$ cat src/sv/svm_dt_pkg.sv
`timescale 1ns / 1ps
// ----------------------------------------------------------------------------
// svm_dt_pkg
// Shared types and constants of the linear SVM decision tree classifier.
// ----------------------------------------------------------------------------
package svm_dt_pkg;

   localparam int TABLE_DEPTH   = 16;
   localparam int IDX_W         = 4;
   localparam int SLOT_W        = 3;
   localparam int WORD_W        = 16;
   localparam int CLASS_W       = 8;
   localparam int LANES         = 3;
   localparam int PROD_W        = 2 * WORD_W;
   localparam int SUM_W         = PROD_W + 2;
   localparam int DEC_W         = 40;
   localparam int NODES_DEFAULT = 16;

   localparam logic CMD_WRITE    = 1'b0;
   localparam logic CMD_CLASSIFY = 1'b1;

   typedef enum logic [SLOT_W-1:0] {
      SLOT_BIAS   = 3'd0,
      SLOT_W0     = 3'd1,
      SLOT_W1     = 3'd2,
      SLOT_W2     = 3'd3,
      SLOT_CLS0   = 3'd4,
      SLOT_CLS1   = 3'd5,
      SLOT_CHILD0 = 3'd6,
      SLOT_CHILD1 = 3'd7
   } slot_type;

   typedef enum logic [1:0] {
      ST_IDLE,
      ST_MULT,
      ST_MERGE
   } state_type;

   typedef struct packed {
      logic [1:0][IDX_W-1:0]   child;
      logic [1:0][CLASS_W-1:0] cls;
      logic [LANES-1:0][WORD_W-1:0] weight;
      logic [WORD_W-1:0]       bias;
   } node_type;

   typedef struct packed {
      logic              en;
      logic [IDX_W-1:0]  node;
      slot_type          slot;
      logic [WORD_W-1:0] value;
   } wr_type;

   typedef logic [LANES-1:0][PROD_W-1:0] prod_arr_type;

endpackage

$ cat src/sv/svm_dt_table.sv
`timescale 1ns / 1ps
// ----------------------------------------------------------------------------
// svm_dt_table
// Node table: word-wise write port, one read port at the current node.
// ----------------------------------------------------------------------------
module svm_dt_table (
   input  logic                          clock,
   input  logic                          reset,
   input  svm_dt_pkg::wr_type            wr,
   input  logic [svm_dt_pkg::IDX_W-1:0]  rd_idx,
   output svm_dt_pkg::node_type          rd_node
);

   svm_dt_pkg::node_type table_ff [svm_dt_pkg::TABLE_DEPTH];

   always_ff @(posedge clock) begin
      if (reset) begin
         for (int i = 0; i < svm_dt_pkg::TABLE_DEPTH; i++) begin
            table_ff[i] <= '0;
         end
      end else if (wr.en) begin
         case (wr.slot)
            svm_dt_pkg::SLOT_BIAS:   table_ff[wr.node].bias      <= wr.value;
            svm_dt_pkg::SLOT_W0:     table_ff[wr.node].weight[0] <= wr.value;
            svm_dt_pkg::SLOT_W1:     table_ff[wr.node].weight[1] <= wr.value;
            svm_dt_pkg::SLOT_W2:     table_ff[wr.node].weight[2] <= wr.value;
            svm_dt_pkg::SLOT_CLS0:
               table_ff[wr.node].cls[0] <= wr.value[svm_dt_pkg::CLASS_W-1:0];
            svm_dt_pkg::SLOT_CLS1:
               table_ff[wr.node].cls[1] <= wr.value[svm_dt_pkg::CLASS_W-1:0];
            svm_dt_pkg::SLOT_CHILD0:
               table_ff[wr.node].child[0] <= wr.value[svm_dt_pkg::IDX_W-1:0];
            svm_dt_pkg::SLOT_CHILD1:
               table_ff[wr.node].child[1] <= wr.value[svm_dt_pkg::IDX_W-1:0];
            default: ;
         endcase
      end
   end

   assign rd_node = table_ff[rd_idx];

endmodule

$ cat src/sv/svm_dt_lane.sv
`timescale 1ns / 1ps
// ----------------------------------------------------------------------------
// svm_dt_lane
// One band lane: registered signed band times weight product.
// ----------------------------------------------------------------------------
module svm_dt_lane (
   input  logic                                  clock,
   input  logic signed [svm_dt_pkg::WORD_W-1:0]  band,
   input  logic signed [svm_dt_pkg::WORD_W-1:0]  weight,
   output logic signed [svm_dt_pkg::PROD_W-1:0]  product_ff
);

   logic signed [svm_dt_pkg::PROD_W-1:0] product_in;

   assign product_in = band * weight;

   always_ff @(posedge clock) begin
      product_ff <= product_in;
   end

endmodule

$ cat src/sv/svm_dt_merge.sv
`timescale 1ns / 1ps
// ----------------------------------------------------------------------------
// svm_dt_merge
// Merges lane products: sum*50 + bias*65535, side taken from the sign.
// ----------------------------------------------------------------------------
module svm_dt_merge (
   input  svm_dt_pkg::prod_arr_type            product,
   input  logic [svm_dt_pkg::WORD_W-1:0]       bias,
   output logic                                side
);

   localparam int DW = svm_dt_pkg::DEC_W;

   logic signed [svm_dt_pkg::SUM_W-1:0] sum;
   logic signed [DW-1:0]                sum_x;
   logic signed [DW-1:0]                bias_x;
   logic signed [DW-1:0]                scaled;
   logic signed [DW-1:0]                bias_term;
   logic signed [DW-1:0]                decision;

   always_comb begin
      sum = '0;
      for (int i = 0; i < svm_dt_pkg::LANES; i++) begin
         sum = sum + svm_dt_pkg::SUM_W'($signed(product[i]));
      end
      sum_x     = DW'(sum);
      bias_x    = DW'($signed(bias));
      // times 50 = 32 + 16 + 2, times 65535 = 65536 - 1
      scaled    = (sum_x <<< 5) + (sum_x <<< 4) + (sum_x <<< 1);
      bias_term = (bias_x <<< 16) - bias_x;
      decision  = scaled + bias_term;
      side      = ~decision[DW-1];
   end

endmodule

$ cat src/sv/svm_decision_tree_classifier.sv
`timescale 1ns / 1ps
// ----------------------------------------------------------------------------
// svm_decision_tree_classifier
// Walks a 16-node table of linear SVM nodes for each three-band pixel.
// ----------------------------------------------------------------------------
// each node visit runs the ST_MULT state, in which the lane products are registered,
//   then the ST_MERGE state; rsp_valid strobes after V = 1 .. NODES visits
// a new pixel or node write is taken only while idle, never during a walk
// start is taken again in the cycle the result is shown; no output stall
// reset clears the node table to zero and returns control to idle
// ----------------------------------------------------------------------------
module svm_decision_tree_classifier #(
   parameter int NODES = svm_dt_pkg::NODES_DEFAULT
) (
   input  logic                                  clock,
   input  logic                                  reset,
   input  logic                                  start,
   output logic                                  busy,
   input  logic                                  req_cmd,
   input  logic [svm_dt_pkg::IDX_W-1:0]          req_node,
   input  logic [svm_dt_pkg::SLOT_W-1:0]         req_slot,
   input  logic signed [svm_dt_pkg::WORD_W-1:0]  req_value,
   input  logic signed [svm_dt_pkg::WORD_W-1:0]  req_band_0,
   input  logic signed [svm_dt_pkg::WORD_W-1:0]  req_band_1,
   input  logic signed [svm_dt_pkg::WORD_W-1:0]  req_band_2,
   output logic                                  rsp_valid,
   output logic [svm_dt_pkg::CLASS_W-1:0]        rsp_label,
   output logic                                  rsp_loop_error
);

   localparam int VISIT_W = $clog2(NODES);
   localparam logic [VISIT_W-1:0] VISIT_LAST = VISIT_W'(NODES - 1);

   svm_dt_pkg::state_type state_ff, state_in;
   logic [svm_dt_pkg::IDX_W-1:0]  idx_ff, idx_in;
   logic [VISIT_W-1:0]            visit_ff, visit_in;
   logic [svm_dt_pkg::LANES-1:0][svm_dt_pkg::WORD_W-1:0] band_ff, band_in;
   logic                          rsp_valid_ff, rsp_valid_in;
   logic [svm_dt_pkg::CLASS_W-1:0] rsp_label_ff, rsp_label_in;
   logic                          rsp_loop_error_ff, rsp_loop_error_in;

   svm_dt_pkg::wr_type            wr;
   svm_dt_pkg::node_type          cur_node;
   svm_dt_pkg::prod_arr_type      product;
   logic                          side;
   logic [svm_dt_pkg::IDX_W-1:0]  next_idx;
   logic                          accept;

   assign busy   = (state_ff != svm_dt_pkg::ST_IDLE);
   assign accept = start && !busy;

   assign wr.en    = accept && (req_cmd == svm_dt_pkg::CMD_WRITE);
   assign wr.node  = req_node;
   assign wr.slot  = svm_dt_pkg::slot_type'(req_slot);
   assign wr.value = req_value;

   svm_dt_table u_table (
      .clock   (clock),
      .reset   (reset),
      .wr      (wr),
      .rd_idx  (idx_ff),
      .rd_node (cur_node)
   );

   for (genvar g = 0; g < svm_dt_pkg::LANES; g++) begin : g_lane
      svm_dt_lane u_lane (
         .clock      (clock),
         .band       ($signed(band_ff[g])),
         .weight     ($signed(cur_node.weight[g])),
         .product_ff (product[g])
      );
   end

   svm_dt_merge u_merge (
      .product (product),
      .bias    (cur_node.bias),
      .side    (side)
   );

   assign next_idx = cur_node.child[side];

   always_ff @(posedge clock) begin
      if (reset) begin
         state_ff     <= svm_dt_pkg::ST_IDLE;
         rsp_valid_ff <= 1'b0;
      end else begin
         state_ff     <= state_in;
         rsp_valid_ff <= rsp_valid_in;
      end
      idx_ff            <= idx_in;
      visit_ff          <= visit_in;
      band_ff           <= band_in;
      rsp_label_ff      <= rsp_label_in;
      rsp_loop_error_ff <= rsp_loop_error_in;
   end

   always_comb begin
      state_in          = state_ff;
      idx_in            = idx_ff;
      visit_in          = visit_ff;
      band_in           = band_ff;
      rsp_valid_in      = 1'b0;
      rsp_label_in      = rsp_label_ff;
      rsp_loop_error_in = rsp_loop_error_ff;
      case (state_ff)
         svm_dt_pkg::ST_IDLE: begin
            if (accept && (req_cmd == svm_dt_pkg::CMD_CLASSIFY)) begin
               band_in  = {req_band_2, req_band_1, req_band_0};
               idx_in   = '0;
               visit_in = '0;
               state_in = svm_dt_pkg::ST_MULT;
            end
         end
         svm_dt_pkg::ST_MULT: begin
            state_in = svm_dt_pkg::ST_MERGE;
         end
         svm_dt_pkg::ST_MERGE: begin
            if (next_idx == '0) begin
               rsp_valid_in      = 1'b1;
               rsp_label_in      = cur_node.cls[side];
               rsp_loop_error_in = 1'b0;
               state_in          = svm_dt_pkg::ST_IDLE;
            end else if (visit_ff == VISIT_LAST) begin
               rsp_valid_in      = 1'b1;
               rsp_label_in      = '0;
               rsp_loop_error_in = 1'b1;
               state_in          = svm_dt_pkg::ST_IDLE;
            end else begin
               idx_in   = next_idx;
               visit_in = visit_ff + 1'b1;
               state_in = svm_dt_pkg::ST_MULT;
            end
         end
         default: begin
            state_in = svm_dt_pkg::ST_IDLE;
         end
      endcase
   end

   assign rsp_valid      = rsp_valid_ff;
   assign rsp_label      = rsp_label_ff;
   assign rsp_loop_error = rsp_loop_error_ff;

   a_rsp_after_merge: assert property (@(posedge clock) disable iff (reset)
      rsp_valid_ff |-> $past(state_ff == svm_dt_pkg::ST_MERGE))
      else $error("result strobe without a merge cycle");

   a_mult_to_merge: assert property (@(posedge clock) disable iff (reset)
      (state_ff == svm_dt_pkg::ST_MULT) |=> (state_ff == svm_dt_pkg::ST_MERGE))
      else $error("multiply cycle not followed by merge");

   a_loop_label_zero: assert property (@(posedge clock) disable iff (reset)
      (rsp_valid_ff && rsp_loop_error_ff) |-> (rsp_label_ff == '0))
      else $error("loop result with nonzero label");

   a_rsp_idle: assert property (@(posedge clock) disable iff (reset)
      rsp_valid_ff |-> !busy)
      else $error("result shown while a walk is still running");

endmodule
$ cat config.mk
export PLATFORM = sky130hd
export DESIGN_NAME = svm_decision_tree_classifier
export DESIGN_NICKNAME = d
export VERILOG_FILES = /design/src/sv/svm_dt_pkg.sv /design/src/sv/svm_dt_table.sv /design/src/sv/svm_dt_lane.sv /design/src/sv/svm_dt_merge.sv /design/src/sv/svm_decision_tree_classifier.sv
export SDC_FILE = /design/constraint.sdc
export NUM_CORES = 2
export LEC_CHECK = 0
export BUFFER_PORTS_ARGS = -buffer_cell sky130_fd_sc_hd__buf_2
export CORE_UTILIZATION = 23
export CTS_CLUSTER_DIAMETER = 100
export DETAILED_ROUTE_END_ITERATION = 7
export PLACE_DENSITY = 0.45
export SETUP_SLACK_MARGIN = 0.02
export SYNTH_ARGS = -nofsm -noshare
export SYNTH_HDL_FRONTEND = slang
export SYNTH_SLANG_ARGS = --single-unit
$ cat constraint.sdc
create_clock -name clock -period 17.7 [get_ports clock]
set_clock_uncertainty 0.1 [all_clocks]
set_input_delay 5.31 -clock clock [delete_from_list [all_inputs] [get_ports clock]]
set_output_delay 5.31 -clock clock [all_outputs]
set_load 0.02 [all_outputs]
==> results.json <==
{
  "globalRouteOverflowTotal": 0,
  "synthTopCellsByArea": "edfxtp_1, fa_1, and2_1",
  "cts_buffers": 192,
  "area_delta_synth_final_pct": 12.8,
  "top_layer": "met5",
  "post-cts-setup-buffers": 0,
  "hold_viol": 0,
  "wl_met3_mm": 13.1,
  "wl_per_cell_um": 21.5,
  "drive_above_1_share_pct": 13.3,
  "dr.pass1.iters": 7,
  "route.detailed.drc": 18,
  "wl_met2_mm": 150,
  "critPathLaunchType": "register",
  "relSlewSlack_pct": 19.8,
  "postCtsHoldBufs": 0,
  "htreeDepth": 4,
  "fin_crit_sh_pct": 58.7,
  "placed_cell_area_um2": 109000,
  "maxSlewViolCount": 0,
  "cp.required_ns": 18.43,
  "dr.first_iter.drc_count": 3965,
  "die_x_um": 668,
  "ys_seq_area_share_pct": 45.3,
  "die_height_um": 668,
  "violations": "design-rule violations",
  "crit_type": "reg -> reg",
  "grt_start_max_net_pins": 83,
  "portBuffers": 85,
  "root_buffer": "clkbuf_16",
  "grt_first_pass_wirelength_mm": 442,
  "grt_pass1_vias": 64600,
  "run_status": "finished, violations left",
  "nets": 9061,
  "yosys_warnings": 0,
  "rsz0062_at_grt": "false",
  "ys_ff_latch": 1576,
  "max_freq_mhz": 96.3,
  "crit_path_max_fanout": 37,
  "via_per_inst": 4.26,
  "tightest_slew_ns": 1.20,
  "async_reset_ff_share_pct": 0,
  "clock-sinks": 1576,
  "fin_tns_setup_ns": 0,
  "fin_crit_ns": 10.38,
  "clockBufferDepth": 4,
  "design_area_um2": 115000,
  "core_area_um2": 442000,
  "synth_cells": 7790,
  "place_hpwl_mm": 206,
  "clkTransAtPathRegs_ns": 0.06,
  "yosysTopAreaCellShare_pct": 43.3,
  "cp_data_arrival_time_ns": 11.11,
  "clk_latency_ns": 0.93,
  "worst_setup_path_end_kind": "register",
  "wl_met1_mm": 128,
  "gp_congestion": 0.827,
  "dieArea_um2": 447000,
  "wl_mm": 298,
  "synth_cell_types": 78,
  "io-pin-count": 86,
  "antenna_found_initial": 23,
  "postRouteAntennaNets": 0,
  "rows": 244,
  "start_util_pct": 23.1,
  "drv_cap": 0,
  "netlist_area_um2": 102000,
  "setup_violations": 0,
  "cts_tree": "yes",
  "synth.avg_cell_area_um2": 13.1,
  "cts_resized": 0,
  "yosys.area.top_type": "edfxtp_1",
  "synth-main-ff-cell": "edfxtp_1",
  "track_usage_pct": 13.3,
  "synth_nets": 9101,
  "vias": 59000,
  "hold_path.class": "reg -> reg",
  "synth_edf_count": 1473
}
[worst max-delay path: stages, from the launching register on]
cell and delay (ns):
dfxtp_4 0.77, buf_4 0.67, buf_4 0.74, buf_4 0.75, mux4_2 0.60, mux4_2 0.76, and2_1 0.29, fa_1 0.53
inv_1 0.05, fa_1 0.53, inv_1 0.05, fa_1 0.50, inv_1 0.06, fa_1 0.47, fa_1 0.50, inv_1 0.06
fa_1 0.40, ha_1 0.42, and3_1 0.25, a221oi_1 0.31, nor2b_1 0.10, a311oi_1 0.34, nor3_1 0.14, nor2_1 0.18
a211o_1 0.21, o21ai_0 0.10, a21oi_1 0.19, xnor2_1 0.14
[synthesized netlist by cell type, types with 46 or more instances]
cell type / count
mux4_2: 439
or2_2: 103
ha_1: 353
clkbuf_1: 364
edfxtp_1: 1473
nor2_1: 327
dfxtp_1: 103
a21o_1: 62
nand2_1: 454
fa_1: 883
and2_1: 1611
o21bai_1: 51
xnor2_1: 108
o21ai_0: 46
inv_1: 872
nand2b_1: 62
a21oi_1: 113
[logic make-up after synthesis]
group	synth area share, %
multiplexers	9.83
AO/OA/AOI/OAI	2.48
buffers and inverters	4.94
adder cells (fa/ha/maj)	21.6
AND/OR/NAND/NOR	14.4
XOR/XNOR	1.32
flip-flops	45.3
[metrics by stage]
step,setup slack [ns],hold WS (ns),utilization [%],std cells
floorplan,9.60,0.326,-,7790
global placement,7.15,0.342,24.7,13500
detailed placement,7.13,0.354,24.7,13500
CTS,7.13,0.369,26.1,13800
global route,6.52,0.407,26.1,13800
finish,7.32,0.364,26.1,13800
[layout by cell type (no fill, tap or decap), types with 23 or more instances in the layout]
cell / netlist / final
fa_1: 883 / 883
o21ai_0: 46 / 46
clkbuf_1: 364 / 45
a21oi_1: 113 / 113
o21bai_1: 51 / 51
nor2_1: 327 / 312
nor2b_1: 24 / 24
edfxtp_1: 1473 / 1473
clkinv_1: 0 / 38
or2_2: 103 / 103
nand2b_1: 62 / 62
a21o_1: 62 / 62
nand2_1: 454 / 454
inv_1: 872 / 872
mux4_2: 439 / 439
o21a_1: 23 / 23
and2_1: 1611 / 1611
ha_1: 353 / 353
xor2_1: 43 / 43
nand3_1: 23 / 23
clkbuf_16: 0 / 195
dfxtp_1: 103 / 99
buf_2: 41 / 76
buf_4: 5 / 139
clkinv_2: 0 / 35
xnor2_1: 108 / 108
diode_2: 0 / 31
[path summary, 6_finish.rpt]
check	startpoint	endpoint	slack, ns	cells after the start
min reg2reg	idx_ff[0]$_DFFE_PP_	register	0.36	1
max reg2reg	register	g_lane[2].u_lane.product_ff[29]$_DFF_P_	7.32	27
max	register	g_lane[2].u_lane.product_ff[29]$_DFF_P_	7.32	27
min	idx_ff[0]$_DFFE_PP_	register	0.36	1
[per-layer routing]
layer | up-vias | global-route usage (%)
met5 | - | 0
met4 | 8 | 3.07
met3 | 321 | 1.73
met2 | 1207 | 23.4
met1 | 31400 | 17.4
li1 | 26100 | -
[flip-flops by register name (all words and copies together), names as in the netlist, named ones only]
register / flops
u_table.table_ff: 1408
g_lane.u_lane.product_ff: 96
rsp_valid: 1
rsp_loop_error: 1
band_ff: 48
visit_ff: 4
idx_ff: 4
state_ff: 2
rsp_label: 8
[layout make-up]
type                            instances  area [um2]
Fill cell                           45600      327000
Multi-Input combinational cell       4892       50800
Sequential cell                      1576       46300
Tap cell                             5904        7390
Clock buffer                          241        5060
Inverter                              872        3270
Timing Repair Buffer                  216        1440
Clock inverter                        103         837
Antenna cell                           31        77.6
Power is not shown: default switching activity piles up to over one toggle a cycle in this logic, so the estimate is an artifact.
